**config.mk**
```make
export PLATFORM = sky130hd
export DESIGN_NAME = sorted_date_table
export DESIGN_NICKNAME = d
export VERILOG_FILES = /design/src/design/sdt_pkg.sv /design/src/design/sorted_date_table.sv /design/src/design/sdt_ram.sv /design/src/design/sdt_ctrl.sv
export SDC_FILE = /design/constraint.sdc
export NUM_CORES = 1
export LEC_CHECK = 0
export BUFFER_PORTS_ARGS = -buffer_cell sky130_fd_sc_hd__buf_2
export CAP_MARGIN = 20
export CORE_MARGIN = 1.5
export CORE_UTILIZATION = 40
export CTS_BUF_LIST = sky130_fd_sc_hd__clkbuf_2 sky130_fd_sc_hd__clkbuf_4 sky130_fd_sc_hd__clkbuf_8
export DETAILED_ROUTE_END_ITERATION = 6
export RECOVER_POWER = 25
export SLEW_MARGIN = 20
export SYNTH_ARGS = -nofsm -noshare
export SYNTH_HDL_FRONTEND = slang
export SYNTH_SLANG_ARGS = --single-unit
```
**constraint.sdc**
```tcl
create_clock -name clk -period 6.4 [get_ports clk]
set_input_delay 1.6 -clock clk [delete_from_list [all_inputs] [get_ports clk]]
set_output_delay 1.6 -clock clk [all_outputs]
set_load 0.02 [all_outputs]
```
**src/design/sdt_pkg.sv**
```systemverilog
package sdt_pkg;

    // Field widths
    localparam int MONTH_W  = 4;
    localparam int DAY_W    = 5;
    localparam int KEY_W    = MONTH_W + DAY_W;
    localparam int POS_W    = 7;
    localparam int COUNT_W  = 4;
    localparam int STATUS_W = 2;

    // Defaults for the top-level parameters
    localparam int DEF_TABLE_DEPTH      = 64;
    localparam int DEF_RECORDS_PER_DATE = 8;

    // Request codes
    localparam logic ACT_ADD    = 1'b0;
    localparam logic ACT_LOOKUP = 1'b1;

    // Status codes
    localparam logic [STATUS_W-1:0] ST_OK        = 2'd0;
    localparam logic [STATUS_W-1:0] ST_SATURATED = 2'd1;
    localparam logic [STATUS_W-1:0] ST_FULL      = 2'd2;

    typedef struct packed {
        logic               action;
        logic [MONTH_W-1:0] month;
        logic [DAY_W-1:0]   day_of_month;
    } in_item_t;

    typedef struct packed {
        logic                found;
        logic [POS_W-1:0]    position;
        logic [COUNT_W-1:0]  record_count;
        logic [STATUS_W-1:0] status;
    } out_item_t;

    // One table slot: sort key (month, then day) and its record count
    typedef struct packed {
        logic [KEY_W-1:0]   key;
        logic [COUNT_W-1:0] count;
    } entry_t;

endpackage

```
**src/design/sorted_date_table.sv**
```systemverilog
// Channel | Direction | Handshake            | Payload
// in      | input     | in_valid / in_ready  | in_data  (action, month, day_of_month)
// out     | output    | out_valid / out_ready| out_data (found, position, record_count, status)
//
// One beat at a time: a new beat is taken only in S_IDLE. Each beat passes S_IDLE,
// then a scan that reads one entry per cycle up to the date's place, then
// S_RESOLVE; an insert then moves the tail one entry per cycle over the single
// write port in S_SHIFT and places the date in S_PLACE; last comes S_DONE. The
// result shows on out_valid at the edge that ends S_DONE. Reset clears the entry
// count; the table memory is not cleared.
// A stalled output holds the sequencer in its done cycle until the register frees.
module sorted_date_table #(
    parameter int TABLE_DEPTH      = sdt_pkg::DEF_TABLE_DEPTH,
    parameter int RECORDS_PER_DATE = sdt_pkg::DEF_RECORDS_PER_DATE
) (
    input  logic               clk,
    input  logic               rst_n,
    input  logic               in_valid,
    output logic               in_ready,
    input  sdt_pkg::in_item_t  in_data,
    output logic               out_valid,
    input  logic               out_ready,
    output sdt_pkg::out_item_t out_data
);
    import sdt_pkg::*;

    localparam int AW = $clog2(TABLE_DEPTH);

    logic          wr_en;
    logic [AW-1:0] wr_addr;
    entry_t        wr_data;
    logic [AW-1:0] rd_addr;
    entry_t        rd_data;

    logic          res_valid;
    logic          res_ready;
    out_item_t     res_data;

    logic          out_valid_reg;
    out_item_t     out_data_reg;

    sdt_ram #(
        .DEPTH (TABLE_DEPTH),
        .AW    (AW)
    ) u_ram (
        .clk     (clk),
        .wr_en   (wr_en),
        .wr_addr (wr_addr),
        .wr_data (wr_data),
        .rd_addr (rd_addr),
        .rd_data (rd_data)
    );

    sdt_ctrl #(
        .TABLE_DEPTH      (TABLE_DEPTH),
        .RECORDS_PER_DATE (RECORDS_PER_DATE),
        .AW               (AW)
    ) u_ctrl (
        .clk       (clk),
        .rst_n     (rst_n),
        .in_valid  (in_valid),
        .in_ready  (in_ready),
        .in_data   (in_data),
        .res_valid (res_valid),
        .res_ready (res_ready),
        .res_data  (res_data),
        .wr_en     (wr_en),
        .wr_addr   (wr_addr),
        .wr_data   (wr_data),
        .rd_addr   (rd_addr),
        .rd_data   (rd_data)
    );

    // output register
    assign res_ready = !out_valid_reg || out_ready;

    always_ff @(posedge clk or negedge rst_n)
    begin
        if (!rst_n)
        begin
            out_valid_reg <= 1'b0;
        end
        else if (res_ready)
        begin
            out_valid_reg <= res_valid;
        end
    end

    always_ff @(posedge clk)
    begin
        if (res_valid && res_ready)
        begin
            out_data_reg <= res_data;
        end
    end

    assign out_valid = out_valid_reg;
    assign out_data  = out_data_reg;

    // a taken beat leaves the sequencer busy in the following cycle
    a_busy_after_accept: assert property (@(posedge clk) disable iff (!rst_n)
        in_valid && in_ready |=> !in_ready)
        else $error("input taken twice in a row");

    // a handed-over result shows on the output next cycle
    a_result_lands: assert property (@(posedge clk) disable iff (!rst_n)
        res_valid && res_ready |=> out_valid)
        else $error("result lost at output register");

    // a date that was found always holds at least one record
    a_found_has_records: assert property (@(posedge clk) disable iff (!rst_n)
        out_valid && out_data.found |-> out_data.record_count != '0)
        else $error("found date with zero records");

    // full table is only reported for a date that was absent
    a_full_not_found: assert property (@(posedge clk) disable iff (!rst_n)
        out_valid && out_data.status == ST_FULL |-> !out_data.found
            && out_data.record_count == '0)
        else $error("table full reported on a present date");

endmodule

```
**src/design/sdt_ram.sv**
```systemverilog
module sdt_ram #(
    parameter int DEPTH = sdt_pkg::DEF_TABLE_DEPTH,
    parameter int AW    = $clog2(DEPTH)
) (
    input  logic            clk,
    input  logic            wr_en,
    input  logic [AW-1:0]   wr_addr,
    input  sdt_pkg::entry_t wr_data,
    input  logic [AW-1:0]   rd_addr,
    output sdt_pkg::entry_t rd_data
);
    import sdt_pkg::*;

    entry_t mem [DEPTH];
    entry_t rd_data_reg;

    // write port
    always_ff @(posedge clk)
    begin
        if (wr_en)
        begin
            mem[wr_addr] <= wr_data;
        end
    end

    // read port, registered
    always_ff @(posedge clk)
    begin
        rd_data_reg <= mem[rd_addr];
    end

    assign rd_data = rd_data_reg;

endmodule

```
**src/design/sdt_ctrl.sv**
```systemverilog
module sdt_ctrl #(
    parameter int TABLE_DEPTH      = sdt_pkg::DEF_TABLE_DEPTH,
    parameter int RECORDS_PER_DATE = sdt_pkg::DEF_RECORDS_PER_DATE,
    parameter int AW               = $clog2(TABLE_DEPTH)
) (
    input  logic               clk,
    input  logic               rst_n,
    input  logic               in_valid,
    output logic               in_ready,
    input  sdt_pkg::in_item_t  in_data,
    output logic               res_valid,
    input  logic               res_ready,
    output sdt_pkg::out_item_t res_data,
    output logic               wr_en,
    output logic [AW-1:0]      wr_addr,
    output sdt_pkg::entry_t    wr_data,
    output logic [AW-1:0]      rd_addr,
    input  sdt_pkg::entry_t    rd_data
);
    import sdt_pkg::*;

    localparam int CW = $clog2(TABLE_DEPTH + 1);
    localparam logic [CW-1:0]      FULL_CNT = CW'(TABLE_DEPTH);
    localparam logic [COUNT_W-1:0] SAT_CNT  = COUNT_W'(RECORDS_PER_DATE);

    typedef enum logic [2:0] {
        S_IDLE,
        S_SCAN,
        S_RESOLVE,
        S_SHIFT,
        S_PLACE,
        S_DONE
    } state_t;

    state_t             state_reg, state_next;
    logic [CW-1:0]      entry_count_reg, entry_count_next;
    out_item_t          res_reg, res_next;

    logic [KEY_W-1:0]   key_reg, key_next;
    logic               action_reg, action_next;
    logic [CW-1:0]      idx_reg, idx_next;
    logic [CW-1:0]      pos_reg, pos_next;
    logic               found_reg, found_next;
    logic [COUNT_W-1:0] cnt_reg, cnt_next;
    logic [CW-1:0]      rd_idx;
    logic [CW-1:0]      wr_idx;

    // sequencer: scan, resolve, shift tail, place new entry
    always_comb
    begin
        state_next       = state_reg;
        entry_count_next = entry_count_reg;
        res_next         = res_reg;
        key_next         = key_reg;
        action_next      = action_reg;
        idx_next         = idx_reg;
        pos_next         = pos_reg;
        found_next       = found_reg;
        cnt_next         = cnt_reg;
        in_ready         = 1'b0;
        res_valid        = 1'b0;
        wr_en            = 1'b0;
        wr_idx           = pos_reg;
        wr_data          = '{key: key_reg, count: COUNT_W'(1)};
        rd_idx           = '0;

        case (state_reg)
            S_IDLE:
            begin
                in_ready = 1'b1;
                rd_idx   = '0;
                if (in_valid)
                begin
                    key_next    = {in_data.month, in_data.day_of_month};
                    action_next = in_data.action;
                    idx_next    = '0;
                    pos_next    = '0;
                    found_next  = 1'b0;
                    state_next  = (entry_count_reg == '0) ? S_RESOLVE : S_SCAN;
                end
            end

            // rd_data holds entry idx_reg; stop at the first key not below ours
            S_SCAN:
            begin
                rd_idx = idx_reg + CW'(1);
                if (rd_data.key == key_reg)
                begin
                    found_next = 1'b1;
                    cnt_next   = rd_data.count;
                    pos_next   = idx_reg;
                    state_next = S_RESOLVE;
                end
                else if (rd_data.key > key_reg)
                begin
                    pos_next   = idx_reg;
                    state_next = S_RESOLVE;
                end
                else if (idx_reg + CW'(1) == entry_count_reg)
                begin
                    pos_next   = entry_count_reg;
                    state_next = S_RESOLVE;
                end
                else
                begin
                    idx_next = idx_reg + CW'(1);
                end
            end

            S_RESOLVE:
            begin
                rd_idx     = entry_count_reg - CW'(1);
                state_next = S_DONE;
                if (found_reg)
                begin
                    res_next = '{found: 1'b1, position: POS_W'(pos_reg),
                                 record_count: cnt_reg, status: ST_OK};
                    if (action_reg == ACT_ADD)
                    begin
                        if (cnt_reg >= SAT_CNT)
                        begin
                            res_next.status = ST_SATURATED;
                        end
                        else
                        begin
                            wr_en                 = 1'b1;
                            wr_data.count         = cnt_reg + COUNT_W'(1);
                            res_next.record_count = cnt_reg + COUNT_W'(1);
                        end
                    end
                end
                else
                begin
                    res_next = '{found: 1'b0, position: POS_W'(entry_count_reg),
                                 record_count: '0, status: ST_OK};
                    if (action_reg == ACT_ADD)
                    begin
                        if (entry_count_reg == FULL_CNT)
                        begin
                            res_next.status = ST_FULL;
                        end
                        else if (pos_reg == entry_count_reg)
                        begin
                            state_next = S_PLACE;
                        end
                        else
                        begin
                            // prime the tail move: read last entry, write one past it
                            idx_next   = entry_count_reg;
                            state_next = S_SHIFT;
                        end
                    end
                end
            end

            // rd_data holds entry idx_reg-1; move it to idx_reg
            S_SHIFT:
            begin
                wr_en   = 1'b1;
                wr_idx  = idx_reg;
                wr_data = rd_data;
                rd_idx  = idx_reg - CW'(2);
                if (idx_reg - CW'(1) == pos_reg)
                begin
                    state_next = S_PLACE;
                end
                else
                begin
                    idx_next = idx_reg - CW'(1);
                end
            end

            S_PLACE:
            begin
                wr_en            = 1'b1;
                entry_count_next = entry_count_reg + CW'(1);
                res_next         = '{found: 1'b0, position: POS_W'(pos_reg),
                                     record_count: COUNT_W'(1), status: ST_OK};
                state_next       = S_DONE;
            end

            S_DONE:
            begin
                res_valid = 1'b1;
                if (res_ready)
                begin
                    state_next = S_IDLE;
                end
            end

            default:
            begin
                state_next = S_IDLE;
            end
        endcase
    end

    assign rd_addr  = rd_idx[AW-1:0];
    assign wr_addr  = wr_idx[AW-1:0];
    assign res_data = res_reg;

    // control state and registered result
    always_ff @(posedge clk or negedge rst_n)
    begin
        if (!rst_n)
        begin
            state_reg       <= S_IDLE;
            entry_count_reg <= '0;
            res_reg         <= '0;
        end
        else
        begin
            state_reg       <= state_next;
            entry_count_reg <= entry_count_next;
            res_reg         <= res_next;
        end
    end

    // working registers of the current beat
    always_ff @(posedge clk)
    begin
        key_reg    <= key_next;
        action_reg <= action_next;
        idx_reg    <= idx_next;
        pos_reg    <= pos_next;
        found_reg  <= found_next;
        cnt_reg    <= cnt_next;
    end

endmodule
```
; After elaboration in Yosys (flattened, before gate mapping)
; Memory sizes are Yosys's and may differ from the RTL's. A register that Yosys moved wholly into a read port is not among the register bits.
; Cells that the tools add are included.
[op_classes]
n_addsub = 6
magnitude_cmp = 2
eq_ne = 23
n_mux = 51
n_reduce_logical = 15
[op_table]
columns = cell, count
row1 = $mux 7, 12
row2 = $mux 3, 10
row3 = $pmux 14 s2, 1
row4 = $pmux 7 s4, 1
row5 = $eq 7x7->1, 3
row6 = $ne 2x2->1 const B, 10
row7 = $pmux 3 s6, 1
row8 = $pmux 6 s3, 1
row9 = $mux 4, 4
row10 = $add 7x1->7 const B, 2
row11 = $mux 14, 1
row12 = $pmux 7 s2, 1
row13 = $mux 6, 2
row14 = $mux 1, 10
row15 = $reduce_and 10->1, 1
row16 = $eq 9x9->1, 1
row17 = $gt 9x9->1, 1
row18 = $mux 9, 1
row19 = $pmux 4 s2, 1
row20 = $eq 7x7->1 const B, 1
row21 = $logic_not 7->1, 1
row22 = $sub 7x1->7 const B, 1
row23 = $eq 3x2->1 const B, 2
row24 = $eq 3x3->1 const B, 2
row25 = other kinds (19), 26
[word_totals]
register_bits = 68
ramBits = 832
inputBits = 14
wordCells = 115
mem_count = 1
[memory_table]
columns = memory, depth, word_bits, rd, rd_ports_with_merged_regs, wr, line
row1 = u_ram.mem, 64, 13, 1, 1, 1, sdt_ram.sv:14  ; entry_t mem [DEPTH];

; Depth between registers and ports, before layout
[depth]
ltp_word = 7
depth_mapped = 14
mapped_depth_nobuf = 10

; By module
; Synthesis repeated with hierarchy kept, for this count alone.
[hier_totals]
cells_unflattened = 1822
hier_area_um2 = 36535.0
[modules_own_cells]
columns = module, n_inst, cells_each, area_each_um2, seq_area_each_um2
row1 = sdt_ram, 1, 1402, 32344.8, 25244.2
row2 = sdt_ctrl, 1, 402, 3716.1, 1471.4
row3 = sorted_date_table, 1, 18, 474.2, 445.4

; Least setup slack after synthesis
; Ideal clock, no wire load.
[synth_timing]
path_type = reg-to-reg
startpoint = reg u_ctrl.state_reg[2]
endpoint = mem u_ram.mem[0][4] in the netlist's numbering, data pin
arrival_time_ns = 3.750
required_ns = 5.698
path_slack_ns = 1.948
path_stages_with_launch = 7
n_path_buf = 3
period_less_slack_ns = 4.452
cell_sequence = dfrtp_1 > buf_2 > nor2b_1 > buf_4 > nand2_1 > clkbuf_1 > o21ai_0
[synth_rtl]
columns = item, line
row1 = from (decl), sdt_ctrl.sv:35  ; state_t state_reg, state_next;
row2 = from (signal assigned), sdt_ctrl.sv:213  ; state_reg <= state_next;
row3 = to (decl), sdt_ram.sv:14

==> flow_metrics.py <==
metrics = {
    "cts": {
        "root_buffer": "clkbuf_8",
        "cts_tree": "built",
        "clock-sinks": 913,
        "clk_latency_ns": 0.84,
        "cts_resized": 0,
        "cts_made_buffers": 152,
        "clockBufferDepth": 3,
        "hold_buffers": 0,
        "clkTransAtPathRegs_ns": 0.07,
        "htree_levels": 4,
        "cts_setup_buffers": 0,
    },
    "power_and_ir_drop": {
        "p_switching_uw": 10800,
        "finalPower_uw": 24200,
        "combPwrFrac_pct": 45.3,
        "power.leakage_uw": 0.0147,
        "switching_share_pct": 44.4,
        "power_density_mw_per_mm2": 572,
        "power_frac_seq_pct": 33.2,
        "p_int_uw": 13400,
        "irDropWorstVdd_mv": 0.554,
        "clkPwrFrac_pct": 21.5,
    },
    "routing": {
        "drc_errors": 0,
        "drtIter0Drc": 3083,
        "vias": 24188,
        "wirelength_um": 108000,
        "wire_per_inst_um": 25.5,
        "ant_nets": 0,
        "first_pass_iters": 6,
        "viasPerCell": 5.71,
    },
    "sta": {
        "final.setup.tns_ns": 0,
        "grt_setup_unrepaired": "no",
        "fmax_ghz": 0.182,
        "fin_crit_ns": 5.50,
        "max-slew-margin-rel_pct": -140,
        "fin_skew_ns": 0.0521,
        "period_share_pct": 85.9,
        "worst_slew_pin_slew_ns": 3.60,
        "slew_violations": 278,
        "hold_viol_final": 0,
        "finalSetupViolCount": 0,
    },
    "worst_hold_path": {
        "whs_path_depth": 0,
        "hp-class": "register to register",
        "hold_path.startpoint": "u_ctrl.res_data[3]",
    },
    "global_route": {
        "met3_usage_pct": 5.27,
        "grt_overflow_total": 0,
        "grt_pass1_wl_um": 158000,
        "busiest_layer": "met2",
        "grtUsageTotal_pct": 22.7,
        "grt_pass1_vias": 23467,
        "antenna_found_initial": 2,
        "gr-usage-met1_pct": 30.7,
        "grtUsageMet2_pct": 34.8,
        "grt_max_degree": 98,
    },
    "yosys": {
        "synth-seq-area-share_pct": 72.4,
        "synthArstFlopShare_pct": 2.74,
        "synth-edff-count": 875,
        "syn_area_per_cell_um2": 13.6,
        "synth_fp_nets": 2799,
        "postSynth.topFlopCell": "edfxtp_1",
        "netlist_area_mm2": 0.0375,
        "ys_types": 78,
        "ys_warn_count": 0,
        "ys_ff_latch": 913,
        "syn_inst": 2766,
    },
    "die": {
        "dieArea_mm2": 0.0957,
        "core_area_mm2": 0.0932,
        "fp-row-count": 112,
        "die_y_um": 309,
        "start_util_pct": 40.3,
        "die_x_um": 309,
        "top_level_ports": 30,
    },
    "worst_setup_path": {
        "critPathKind": "register to register",
        "crit_fanout": 64,
        "startpoint_type": "register",
        "crit_required_ns": 6.51,
        "rr_startpoint": "u_ctrl.state_reg[0]",
        "rrSetupSlack_ns": 0.90,
        "r2r_cells": 6,
        "worst_ep_arrival_time_ns": 5.61,
        "cp-end-kind": "register",
        "crit_path_start": "u_ctrl.state_reg[0]",
    },
    "finish": {
        "syn_to_final_growth_pct": 12.8,
        "fin_area_mm2": 0.0423,
        "drive_above_1_share_pct": 14.0,
        "finalNetCount": 2892,
        "largest_reg_flops": 832,
    },
    "placed_design": {
        "io_buffers": 29,
        "place_congestion": 0.934,
        "placed_cell_area_mm2": 0.0392,
        "dp_hpwl_um": 64300,
    },
    "status": {
        "status": "complete, but fails checks",
        "violations": "capacitance limit, slew limit",
    },
    "run": {
        "max-cap-violations": 5,
    },
}
==> worst paths after layout <==
check / endpoint
hold / removal: out_data[3]
max in group asynchronous: u_ctrl.res_data[0]
min in group asynchronous: u_ctrl.entry_count_reg[0]
setup reg to reg: u_ram.mem[31][10]
hold reg to reg: out_data[3]
setup / recovery: u_ram.mem[31][10]
==> cell usage after synthesis (11+ instances only) <==
library cell	instances	area, um^2
edfxtp_1	875	26300
o21ai_0	26	130
and3_1	18	113
clkbuf_1	43	161
o22ai_1	11	68.8
buf_4	24	180
inv_1	23	86.3
a31oi_1	31	194
xnor2_1	27	236
a221oi_1	23	201
nand3_1	275	1380
nor2_1	116	435
nand2_1	655	2460
mux2i_1	110	1100
xor2_1	18	158
buf_2	95	475
a21oi_1	59	295
dfrtp_1	25	626
dfxtp_1	13	260
ha_1	19	238
a32oi_1	46	403
nand4_1	37	231
mux4_2	16	360
nor3_1	11	55.1
==> kinds of logic after synthesis <==
group / count (synthesis) / share of synthesized area (%)
fa+ha+maj: 19 / 0.633
buf+inv: 200 / 2.70
compound gates: 301 / 5.90
xor+xnor: 45 / 1.05
mux: 128 / 3.96
simple gates: 1160 / 13.4
flops: 913 / 72.4
==> per-stage QoR <==
stage	std cells	utilization, %	hold slack [ns]	setup WS (ns)
3_5_place_dp	3955	42.1	0.444	1.89
3_3_place_gp	3953	42.1	0.433	1.96
5_1_grt	4232	45.4	0.465	0.781
4_1_cts	4227	45.4	0.456	1.86
6_report	4233	45.4	0.451	0.900
2_1_floorplan	2766	-	0.409	1.95
==> layout by cell type (no fill, tap or decap), drive strengths merged, types with 6 or more instances in the layout <==
cell / n
edfxtp: 875
nand2: 655
nand3: 275
clkbuf: 232
nor2: 119
mux2i: 110
buf: 92
a21oi: 60
clkinv: 48
a32oi: 47
nand4: 37
a31oi: 32
inv: 31
o21ai: 31
xnor2: 27
dfrtp: 25
a221oi: 23
ha: 19
xor2: 18
and3: 18
mux4: 16
dfxtp: 13
nor3: 13
o22ai: 11
a22oi: 11
o211ai: 9
a311oi: 9
a22o: 9
a32o: 8
nand2b: 8
o2111ai: 7
o31ai: 6
nand3b: 6
==> critical path, stage by stage (launching register included) <==
cell and delay, ns:
dfrtp_1 0.82, inv_1 0.32, nor2_2 0.24, clkbuf_2 0.67, nand2_1 0.21, o21ai_4 0.09, clkbuf_1 2.36
==> per-layer routing <==
layer / wire length (um) / up-vias
li1: - / 10553
met1: 44900 / 12192
met2: 49700 / 1224
met3: 9200 / 219
met4: 4290 / 0
met5: 0 / -
==> final cells by class <==
| type | instances | area [um^2] |
|---|---|---|
| diodes | 2 | 5.00 |
| clock buffers | 210 | 2550 |
| clock inverters | 62 | 504 |
| fillers | 8253 | 50900 |
| inverters | 25 | 95.1 |
| multi-input cells | 1653 | 9630 |
| flip-flops and latches | 913 | 27200 |
| well taps | 1254 | 1570 |
| repair buffers | 114 | 825 |
==> power groups by stage <==
stage	Clock (uW)	Sequential [uW]	Combinational [uW]
finish	5190	8030	11000
global placement	0	8090	10700
CTS	5280	7980	10800
detailed placement	0	8100	10800
global route	5530	8060	11600
floorplan	0	7940	6770
Note: power is estimated with default switching activity, not from simulation.
